`src/mcfs_pkg.sv`:
```
// ----------------------------------------------------------------------------
// Frame sync package
// Shared types, constants and helpers of the multi-camera frame sync block.
// ----------------------------------------------------------------------------
package mcfs_pkg;

  // Number of slots in the grouping ring.
  localparam int SLOT_COUNT = 3;
  localparam int SLOT_W     = (SLOT_COUNT > 1) ? $clog2(SLOT_COUNT) : 1;

  localparam int STAMP_W = 63;
  localparam int GID_W   = 32;
  localparam int CNT_W   = 4;
  localparam int TOL_W   = 32;
  localparam int CFG_W   = 32;

  typedef logic [SLOT_W-1:0]  slot_idx_t;
  typedef logic [STAMP_W-1:0] stamp_t;
  typedef logic [GID_W-1:0]   gid_t;
  typedef logic [CNT_W-1:0]   cnt_t;

  localparam slot_idx_t SLOT_LAST = SLOT_W'(SLOT_COUNT - 1);
  localparam cnt_t      COUNT_MAX = 4'd15;

  // Item kinds.
  localparam logic [1:0] KIND_FRAME = 2'd0;
  localparam logic [1:0] KIND_DONE  = 2'd1;
  localparam logic [1:0] KIND_QUERY = 2'd2;
  localparam logic [1:0] KIND_NONE  = 2'd3;

  // Error codes.
  localparam logic [1:0] ERR_NONE     = 2'd0;
  localparam logic [1:0] ERR_OVERFLOW = 2'd1;
  localparam logic [1:0] ERR_ORDER    = 2'd2;

  // Configuration register indexes.
  localparam logic CFG_NUM_CAMERAS = 1'b0;
  localparam logic CFG_TIME_TOL    = 1'b1;

  localparam cnt_t                 NUM_CAMERAS_RST = 4'd2;
  localparam logic [TOL_W-1:0]     TIME_TOL_RST    = 32'd5000000;

  // Commands from the controller to the datapath.
  typedef struct packed {
    logic load;    // latch the item and start the search at the write pointer
    logic probe;   // test the slot under the search index
    logic last;    // this probe is the final one of the sweep
    logic commit;  // apply the update and register the result
  } mcfs_cmd_t;

  // Status from the datapath to the controller.
  typedef struct packed {
    logic match;   // slot under the search index matches the item
    logic skip;    // item kind needs no search
  } mcfs_sts_t;

  // Ring successor of a slot index.
  function automatic slot_idx_t next_slot(input slot_idx_t idx);
    next_slot = (idx == SLOT_LAST) ? '0 : slot_idx_t'(idx + 1'b1);
  endfunction

endpackage

```
`src/mcfs_ctrl.sv`:
```
// ----------------------------------------------------------------------------
// Frame sync controller
// Sequences acceptance, the slot-by-slot search and the final update.
// ----------------------------------------------------------------------------
module mcfs_ctrl import mcfs_pkg::*; (
  input  logic      clk_i,
  input  logic      rst_ni,
  input  logic      start,
  output logic      busy,
  input  mcfs_sts_t sts_i,
  output mcfs_cmd_t cmd_o
);

  localparam logic [1:0] ST_IDLE   = 2'd0;
  localparam logic [1:0] ST_SEARCH = 2'd1;
  localparam logic [1:0] ST_COMMIT = 2'd2;

  logic [1:0] state_q, state_d;
  slot_idx_t  step_q, step_d;
  logic       last_step;

  assign last_step = (step_q == SLOT_LAST);
  assign busy      = (state_q != ST_IDLE);

  always_comb begin
    state_d = state_q;
    step_d  = step_q;
    cmd_o   = '0;
    case (state_q)
      ST_IDLE: begin
        if (start) begin
          cmd_o.load = 1'b1;
          step_d     = '0;
          state_d    = ST_SEARCH;
        end
      end
      ST_SEARCH: begin
        cmd_o.probe = ~sts_i.skip;
        cmd_o.last  = last_step;
        if (sts_i.skip || sts_i.match || last_step) begin
          state_d = ST_COMMIT;
        end else begin
          step_d = slot_idx_t'(step_q + 1'b1);
        end
      end
      ST_COMMIT: begin
        cmd_o.commit = 1'b1;
        state_d      = ST_IDLE;
      end
      default: begin
        state_d = ST_IDLE;
      end
    endcase
  end

  always_ff @(posedge clk_i or negedge rst_ni) begin
    if (!rst_ni) begin
      state_q <= ST_IDLE;
      step_q  <= '0;
    end else begin
      state_q <= state_d;
      step_q  <= step_d;
    end
  end

endmodule

```
`src/mcfs_dp.sv`:
```
// ----------------------------------------------------------------------------
// Frame sync datapath
// Slot ring, configuration registers, match logic, updates and result registers.
// ----------------------------------------------------------------------------
module mcfs_dp import mcfs_pkg::*; (
  input  logic             clk_i,
  input  logic             rst_ni,
  input  logic             cfg_we_i,
  input  logic             cfg_idx_i,
  input  logic [CFG_W-1:0] cfg_wdata_i,
  input  logic [1:0]       kind_i,
  input  stamp_t           stamp_ns_i,
  input  gid_t             group_id_i,
  input  mcfs_cmd_t        cmd_i,
  output mcfs_sts_t        sts_o,
  output logic             valid_o,
  output logic             found_o,
  output gid_t             result_id_o,
  output stamp_t           result_stamp_ns_o,
  output logic             dropped_o,
  output logic             completed_o,
  output logic [1:0]       error_code_o
);

  // Configuration.
  cnt_t             ncam_q;
  logic [TOL_W-1:0] tol_q;

  // Slot ring.
  logic   slot_valid_q [SLOT_COUNT];
  stamp_t slot_stamp_q [SLOT_COUNT];
  gid_t   slot_group_q [SLOT_COUNT];
  cnt_t   slot_cnt_q   [SLOT_COUNT];

  slot_idx_t wp_q;
  gid_t      next_group_q;
  gid_t      last_group_q;
  stamp_t    last_stamp_q;

  // Item under work.
  logic [1:0] kind_q;
  stamp_t     stamp_q;
  gid_t       id_q;
  slot_idx_t  idx_q;
  logic       hit_q;
  stamp_t     lo_q;
  stamp_t     diff_q;

  // Result registers.
  logic       valid_q;
  logic       found_q;
  gid_t       rid_q;
  stamp_t     rstamp_q;
  logic       drop_q;
  logic       done_q;
  logic [1:0] err_q;

  // Current slot, read at the single search/commit index.
  logic   cur_valid;
  stamp_t cur_stamp;
  gid_t   cur_group;
  cnt_t   cur_cnt;

  logic [STAMP_W:0] sub_st;
  logic             s_lt_t;
  stamp_t           diff;
  stamp_t           lo;
  logic             time_ok;
  logic             id_ok;
  logic             match;
  stamp_t           mid;

  logic       res_found;
  gid_t       res_id;
  stamp_t     res_stamp;
  logic       res_drop;
  logic       res_done;
  logic [1:0] res_err;
  logic       wr_open;
  logic       wr_merge;
  logic       wr_inc;
  logic       wr_last;

  assign cur_valid = slot_valid_q[idx_q];
  assign cur_stamp = slot_stamp_q[idx_q];
  assign cur_group = slot_group_q[idx_q];
  assign cur_cnt   = slot_cnt_q[idx_q];

  // Absolute distance between slot and frame stamps, worked out for each probe.
  assign sub_st  = {1'b0, cur_stamp} - {1'b0, stamp_q};
  assign s_lt_t  = sub_st[STAMP_W];
  assign diff    = s_lt_t ? stamp_t'(stamp_q - cur_stamp) : sub_st[STAMP_W-1:0];
  assign lo      = s_lt_t ? cur_stamp : stamp_q;
  assign time_ok = (diff == '0) || (diff < STAMP_W'(tol_q));
  assign id_ok   = (cur_group == id_q);

  always_comb begin
    case (kind_q)
      KIND_FRAME:            match = cur_valid & time_ok;
      KIND_DONE, KIND_QUERY: match = cur_valid & id_ok;
      default:               match = 1'b0;
    endcase
  end

  assign sts_o.match = match;
  assign sts_o.skip  = (kind_q == KIND_NONE);

  // Floor midpoint of the two stamps.
  assign mid = stamp_t'(lo_q + (diff_q >> 1));

  always_comb begin
    res_found = 1'b0;
    res_id    = '0;
    res_stamp = '0;
    res_drop  = 1'b0;
    res_done  = 1'b0;
    res_err   = ERR_NONE;
    wr_open   = 1'b0;
    wr_merge  = 1'b0;
    wr_inc    = 1'b0;
    wr_last   = 1'b0;
    case (kind_q)
      KIND_FRAME: begin
        if (hit_q) begin
          res_found = 1'b1;
          res_id    = cur_group;
          res_stamp = mid;
          wr_merge  = 1'b1;
        end else begin
          // The search index already sits on the slot after the write pointer.
          res_id    = next_group_q;
          res_stamp = stamp_q;
          res_drop  = cur_valid & (cur_cnt != ncam_q);
          wr_open   = 1'b1;
        end
      end
      KIND_DONE: begin
        res_id = id_q;
        if (hit_q) begin
          res_found = 1'b1;
          res_stamp = cur_stamp;
          if ((cur_cnt >= ncam_q) || (cur_cnt >= COUNT_MAX)) begin
            res_err = ERR_OVERFLOW;
          end else begin
            wr_inc = 1'b1;
          end
        end
      end
      KIND_QUERY: begin
        res_id = id_q;
        if (hit_q) begin
          res_found = 1'b1;
          res_stamp = cur_stamp;
          if (cur_cnt == ncam_q) begin
            if ((cur_stamp > last_stamp_q) &&
                ((last_group_q == '0) || (cur_group > last_group_q))) begin
              res_done = 1'b1;
              wr_last  = 1'b1;
            end else begin
              res_err = ERR_ORDER;
            end
          end
        end
      end
      default: begin
      end
    endcase
  end

  // Control state with reset.
  always_ff @(posedge clk_i or negedge rst_ni) begin
    if (!rst_ni) begin
      ncam_q       <= NUM_CAMERAS_RST;
      tol_q        <= TIME_TOL_RST;
      wp_q         <= '0;
      next_group_q <= gid_t'(1);
      last_group_q <= '0;
      last_stamp_q <= '0;
      valid_q      <= 1'b0;
      hit_q        <= 1'b0;
      idx_q        <= '0;
      for (int i = 0; i < SLOT_COUNT; i++) begin
        slot_valid_q[i] <= 1'b0;
      end
    end else begin
      if (cfg_we_i) begin
        case (cfg_idx_i)
          CFG_NUM_CAMERAS: ncam_q <= cfg_wdata_i[CNT_W-1:0];
          CFG_TIME_TOL:    tol_q  <= cfg_wdata_i[TOL_W-1:0];
          default: begin
          end
        endcase
      end
      valid_q <= cmd_i.commit;
      if (cmd_i.load) begin
        idx_q <= wp_q;
        hit_q <= 1'b0;
      end
      if (cmd_i.probe) begin
        if (match) begin
          hit_q <= 1'b1;
        end else if (cmd_i.last) begin
          idx_q <= next_slot(wp_q);
        end else begin
          idx_q <= next_slot(idx_q);
        end
      end
      if (cmd_i.commit) begin
        if (wr_open) begin
          wp_q                <= idx_q;
          slot_valid_q[idx_q] <= 1'b1;
          next_group_q        <= gid_t'(next_group_q + 1'b1);
        end
        if (wr_last) begin
          last_group_q <= cur_group;
          last_stamp_q <= cur_stamp;
        end
      end
    end
  end

  // Payload registers.
  always_ff @(posedge clk_i) begin
    if (cmd_i.load) begin
      kind_q  <= kind_i;
      stamp_q <= stamp_ns_i;
      id_q    <= group_id_i;
    end
    if (cmd_i.probe && match) begin
      lo_q   <= lo;
      diff_q <= diff;
    end
    if (cmd_i.commit) begin
      found_q  <= res_found;
      rid_q    <= res_id;
      rstamp_q <= res_stamp;
      drop_q   <= res_drop;
      done_q   <= res_done;
      err_q    <= res_err;
      if (wr_open) begin
        slot_stamp_q[idx_q] <= stamp_q;
        slot_group_q[idx_q] <= next_group_q;
        slot_cnt_q[idx_q]   <= '0;
      end
      if (wr_merge) begin
        slot_stamp_q[idx_q] <= mid;
      end
      if (wr_inc) begin
        slot_cnt_q[idx_q] <= cnt_t'(cur_cnt + 1'b1);
      end
    end
  end

  assign valid_o           = valid_q;
  assign found_o           = found_q;
  assign result_id_o       = rid_q;
  assign result_stamp_ns_o = rstamp_q;
  assign dropped_o         = drop_q;
  assign completed_o       = done_q;
  assign error_code_o      = err_q;

endmodule

```
`src/multi_camera_frame_sync.sv`:
```
// ----------------------------------------------------------------------------
// Multi-camera frame sync
// Groups camera frames by timestamp in a small slot ring and tracks completion.
// ----------------------------------------------------------------------------
// An item is presented on kind_i, stamp_ns_i and group_id_i and is accepted at
// a rising edge where start is high and busy is low. A new-frame item searches
// the slot ring for a stamp within the tolerance; detection-ended and query
// items search it for a group id. Every item yields exactly one result, shown
// on the result ports for a single cycle and marked by valid_o.
// The search tests one slot per cycle, starting at the write pointer, and stops
// at the first match or at the last slot; the update state then commits the
// result. The result strobe is registered from the update state, and busy is
// low again in the strobe cycle, so a new item may be accepted in that cycle;
// no item is taken while busy. An unused item kind skips the slot tests.
// The configuration port writes num_cameras (index 0) or time_tolerance_ns
// (index 1); it should be used only while the block is idle.
// Reset empties all slots, clears the write pointer and the record of the last
// completed group, sets the next group id to one and restores the register
// defaults. The receiver cannot hold a result off: it must take it on the cycle
// valid_o is high.
// ----------------------------------------------------------------------------
module multi_camera_frame_sync import mcfs_pkg::*; (
  input  logic             clk_i,
  input  logic             rst_ni,
  input  logic             cfg_we_i,
  input  logic             cfg_idx_i,
  input  logic [CFG_W-1:0] cfg_wdata_i,
  input  logic             start,
  output logic             busy,
  input  logic [1:0]       kind_i,
  input  stamp_t           stamp_ns_i,
  input  gid_t             group_id_i,
  output logic             valid_o,
  output logic             found_o,
  output gid_t             result_id_o,
  output stamp_t           result_stamp_ns_o,
  output logic             dropped_o,
  output logic             completed_o,
  output logic [1:0]       error_code_o
);

  mcfs_cmd_t cmd;
  mcfs_sts_t sts;

  // The controller owns sequencing only; all slot state lives in the datapath.
  mcfs_ctrl u_ctrl (
    .clk_i  (clk_i),
    .rst_ni (rst_ni),
    .start  (start),
    .busy   (busy),
    .sts_i  (sts),
    .cmd_o  (cmd)
  );

  mcfs_dp u_dp (
    .clk_i             (clk_i),
    .rst_ni            (rst_ni),
    .cfg_we_i          (cfg_we_i),
    .cfg_idx_i         (cfg_idx_i),
    .cfg_wdata_i       (cfg_wdata_i),
    .kind_i            (kind_i),
    .stamp_ns_i        (stamp_ns_i),
    .group_id_i        (group_id_i),
    .cmd_i             (cmd),
    .sts_o             (sts),
    .valid_o           (valid_o),
    .found_o           (found_o),
    .result_id_o       (result_id_o),
    .result_stamp_ns_o (result_stamp_ns_o),
    .dropped_o         (dropped_o),
    .completed_o       (completed_o),
    .error_code_o      (error_code_o)
  );

`ifndef NO_ASSERTIONS
  // The result is only shown once the block has returned to idle.
  a_strobe_idle: assert property (@(posedge clk_i) disable iff (!rst_ni)
    valid_o |-> !busy)
    else $error("result strobe while busy");

  // An accepted item keeps the block busy on the following cycle.
  a_accept_busy: assert property (@(posedge clk_i) disable iff (!rst_ni)
    (start && !busy) |=> busy)
    else $error("block not busy after accepting an item");

  // Each item gives a single-cycle strobe, never two in a row.
  a_single_strobe: assert property (@(posedge clk_i) disable iff (!rst_ni)
    valid_o |=> !valid_o)
    else $error("result strobe held for more than one cycle");

  // A drop only happens when a new slot was opened, never on a join.
  a_drop_no_join: assert property (@(posedge clk_i) disable iff (!rst_ni)
    (valid_o && dropped_o) |-> !found_o)
    else $error("drop reported on a matched frame");

  // A completed group was found and carries no error.
  a_complete_clean: assert property (@(posedge clk_i) disable iff (!rst_ni)
    (valid_o && completed_o) |-> (found_o && (error_code_o == ERR_NONE)))
    else $error("completion reported with error or without a match");
`endif

endmodule

```
`config.mk`:
```
export PLATFORM = sky130hd
export DESIGN_NAME = multi_camera_frame_sync
export DESIGN_NICKNAME = d
export VERILOG_FILES = /design/src/mcfs_pkg.sv /design/src/mcfs_ctrl.sv /design/src/mcfs_dp.sv /design/src/multi_camera_frame_sync.sv
export SDC_FILE = /design/constraint.sdc
export NUM_CORES = 2
export LEC_CHECK = 0
export ABC_AREA = 1
export ABC_CLOCK_PERIOD_IN_PS = 23400
export BUFFER_PORTS_ARGS = -buffer_cell sky130_fd_sc_hd__buf_2
export CORE_ASPECT_RATIO = 0.5
export CORE_MARGIN = 3
export CORE_UTILIZATION = 47
export DETAILED_ROUTE_END_ITERATION = 10
export PLACE_DENSITY = 0.71
export SLEW_MARGIN = 0
export SYNTH_ARGS = -nofsm -noshare
export SYNTH_HDL_FRONTEND = slang
export SYNTH_SLANG_ARGS = --single-unit
```
`constraint.sdc`:
```
create_clock -name clk_i -period 23.4 [get_ports clk_i]
set_input_delay 5.85 -clock clk_i [delete_from_list [all_inputs] [get_ports clk_i]]
set_output_delay 5.85 -clock clk_i [all_outputs]
set_load 0.05 [all_outputs]
```
==> metrics <==
GRT Util Overall=37.8%; Final TNS setup=0 ns; wire per inst=about 28 um; pin count of the biggest net entering global routing=roughly 130; TritonCTS buffer count=between 70 and 80; Slew headroom=between 10% and 20%; clk_lat worst skew=between 0.7 and 0.8 ns; critical path arrival=roughly 10 ns; vias in the first global route=roughly 41,000; initial DRC count=6,182; IO Pins=236; height of the die=around 230 um; fin worst setup slack=roughly 14 ns; drt total wl=211,000 um; Placed Cells=roughly 7,500; Site Rows=83; Worst Path Required=about 24 ns; Detail Route Antenna Nets=0; final net count=between 6,000 and 7,000; CP max stage delay=between 0.7 and 0.8 ns; antenna violations before repair=14; status=complete, no violations; CTS sink cnt=795; Worst Reg-to-Reg Cells=37; Resized Gates After CTS=0; Synth async-reset ratio=between 20 and 25%; critical path's top delay family=buffers and inverters; Cell Area, Synth=between 40,000 and 50,000 sq um; Static Leak=between 20 and 30 nW; die area=approximately 110,000 sq um; sequential cell area fraction in the yosys report=between 40% and 50%; Hold Crit Depth=1; most common cell after layout, fill and taps aside=nand2_1; Reg2Reg Setup Slack=13.72 ns; Tcrit/Tclk final=41.4%; DR vias=~45,000; Synth Register Bits=around 800; clk_skew=0.0437 ns; hold-critical path endpoint=u_dp.slot_valid_q[1]$_DFFE_PN0P_; Worst setup EP type=register; Syn. warnings=0; Clk pin slew, worst setup/hold paths=~0.070 ns; area delta synth->final=10.9%; Setup crit start=u_dp.idx_q[1]$_DFF_PN0_; most frequent cells in the layout=nand2_1, inv_1, edfxtp_1; post-route cell area=between 50,000 and 60,000 sq um; critical path class=reg -> reg; Overflow after GRT=0; Worst-Margin Slew=1.31 ns; # port buffers=235; Synth area leaders=edfxtp_1, nand2_1, dfrtp_1; fin crit period=a little under 10 ns; H-tree depth=3; Synth cell types=65; RePlAce Congestion=1.08; Yosys top cell by area=edfxtp_1; CTS hold repair buffers=0; first-pass GRT wire length=297,000 um; Placed Instance Area=51,900 sq um; first drt pass iteration count=8; layout cells sized above 1=under 10%; Hold/Removal Path Class=reg -> reg; Longest Clk Path Bufs=3; Syn Area/Cell=8.22 sq um; Fmax achieved=103 MHz; startpoint types=register; DP Worst Slack=between 10 and 15 ns; Tot Pwr=between 7 and 8 mW; CP max stage cell=a21oi_4; Slew Limit Fails=0; EDFF count, synth=619; clock tree from TritonCTS=done; Starting Density=47.7%; drt drc=0; Synth Flop Type=edfxtp_1; Via density=5.84; Setup Buffers After CTS=0; Crit path buffers/inverters=8; final hold violation count=0; Non-Filler Instances=~7,700; crit path max fanout=125; power per cell area=136 nW/um^2; Critical R2R Launch=u_dp.idx_q[1]$_DFF_PN0_; Die X=464 um; root buffer cell=clkbuf_16; RSZ-0062 raised after global routing=no; worst flop-to-flop path endpoint=u_dp.lo_q[49]$_DFFE_PP_; max_cap viols=0; CP most frequent cell=nand2_1; hold_sp=u_dp.slot_valid_q[1]$_DFFE_PN0P_; Mapped Nets=around 6,400; DP HPWL=169,000 um; CORE AREA=103,000 sq um; worst vdd ir=around 64 uV; Synth Instances=approximately 6,000; Yosys top cell area share=between 30% and 40%; # setup viols final=0
cell type report:
| cell class | instances | area [sq um] |
|---|---|---|
| antenna | 6 | 15.0 |
| tap | 1402 | 1750 |
| clock buffer | 94 | 2020 |
| fill | 9756 | 48700 |
| multi-input combinational | 4067 | 22000 |
| timing repair buffer | 275 | 1500 |
| sequential | 795 | 23000 |
| clock inverter | 43 | 623 |
| inverter | 972 | 3660 |
synthesized netlist by cell type, drive strengths merged, types with 4 or more instances:
cell	number
nand2	1808
inv	969
edfxtp	619
nor2	400
a21oi	373
ha	325
o21ai	264
nand3	214
dfrtp	166
clkbuf	106
xor2	106
nand4	80
o22ai	74
a221oi	69
a31oi	57
a22oi	54
buf	45
nor3	34
xnor2	31
nor4	26
o21bai	26
or2	19
a21o	13
o211ai	12
a211oi	10
dfstp	10
nand3b	10
o21a	10
o221ai	10
and3	8
o2111ai	7
a21boi	6
and2	4
o31ai	4
or4	4
state kept, by name (all words and copies together), names as in the netlist, 32 cells and up:
| name | flops |
|---|---|
| u_dp.next_group_q | 32 |
| u_dp.last_stamp_q | 63 |
| u_dp.slot_stamp_q | 189 |
| u_dp.slot_group_q | 96 |
| u_dp.diff_q | 62 |
| u_dp.tol_q | 32 |
| u_dp.stamp_q | 63 |
| u_dp.lo_q | 63 |
| u_dp.result_id_o | 32 |
| u_dp.last_group_q | 32 |
| u_dp.result_stamp_ns_o | 63 |
| u_dp.id_q | 32 |
how the worst max path moves through the flow:
stage	endpoint	slack [ns]	cells past startpoint
finish	u_dp.lo_q[49]$_DFFE_PP_	13.72	37
detailed placement	u_dp.lo_q[47]$_DFFE_PP_	14.23	37
floorplan	u_dp.diff_q[10]$_DFFE_PP_	12.58	39
global placement	u_dp.lo_q[46]$_DFFE_PP_	14.29	35
global route	u_dp.lo_q[49]$_DFFE_PP_	13.48	37
CTS	u_dp.lo_q[49]$_DFFE_PP_	14.16	37
power breakdown:
part	leakage (nW)	total [mW]	switching, mW	internal (mW)
clock	1.27	1.33	0.606	0.727
combinational	15.6	4.20	3.15	1.05
sequential	8.18	1.86	0.0889	1.77
total	25.1	7.40	3.84	3.55
cell families (layout without fill, tap and decap cells):
group | after synthesis | after routing | share of synthesized area [%]
AO/OA/AOI/OAI | 994 | 994 | 11.9
XOR/XNOR | 137 | 137 | 2.45
adder cells (fa/ha/maj) | 328 | 328 | 8.38
buffers and inverters | 1123 | 1384 | 8.75
flip-flops | 795 | 795 | 46.7
other | 0 | 6 | 0
AND/OR/NAND/NOR | 2608 | 2608 | 21.8
metal layers:
metal  wire length (um)  share of wire, %  global-route usage, %
met1              94300                45                   56.6
met5                 51             0.024                      0
met4               7160               3.4                   11.3
met2              86200                41                   53.9
met3              23200                11                   9.16
worst reg2reg max path: cells and delay by family, from the launching register on:
family,cells,cell delay [ns]
compound gates,8,2.04
fa+ha+maj,2,0.75
buf+inv,8,3.26
flops,1,0.69
simple gates,19,2.36
metrics by stage:
stage,hold WS [ns],utilization (%)
3_5_place_dp,0.462,50.3
3_3_place_gp,0.443,50.3
5_1_grt,0.498,52.9
6_report,0.474,52.9
4_1_cts,0.478,52.9
2_1_floorplan,0.424,-
No activity file was read; power rests on OpenSTA's default activity.
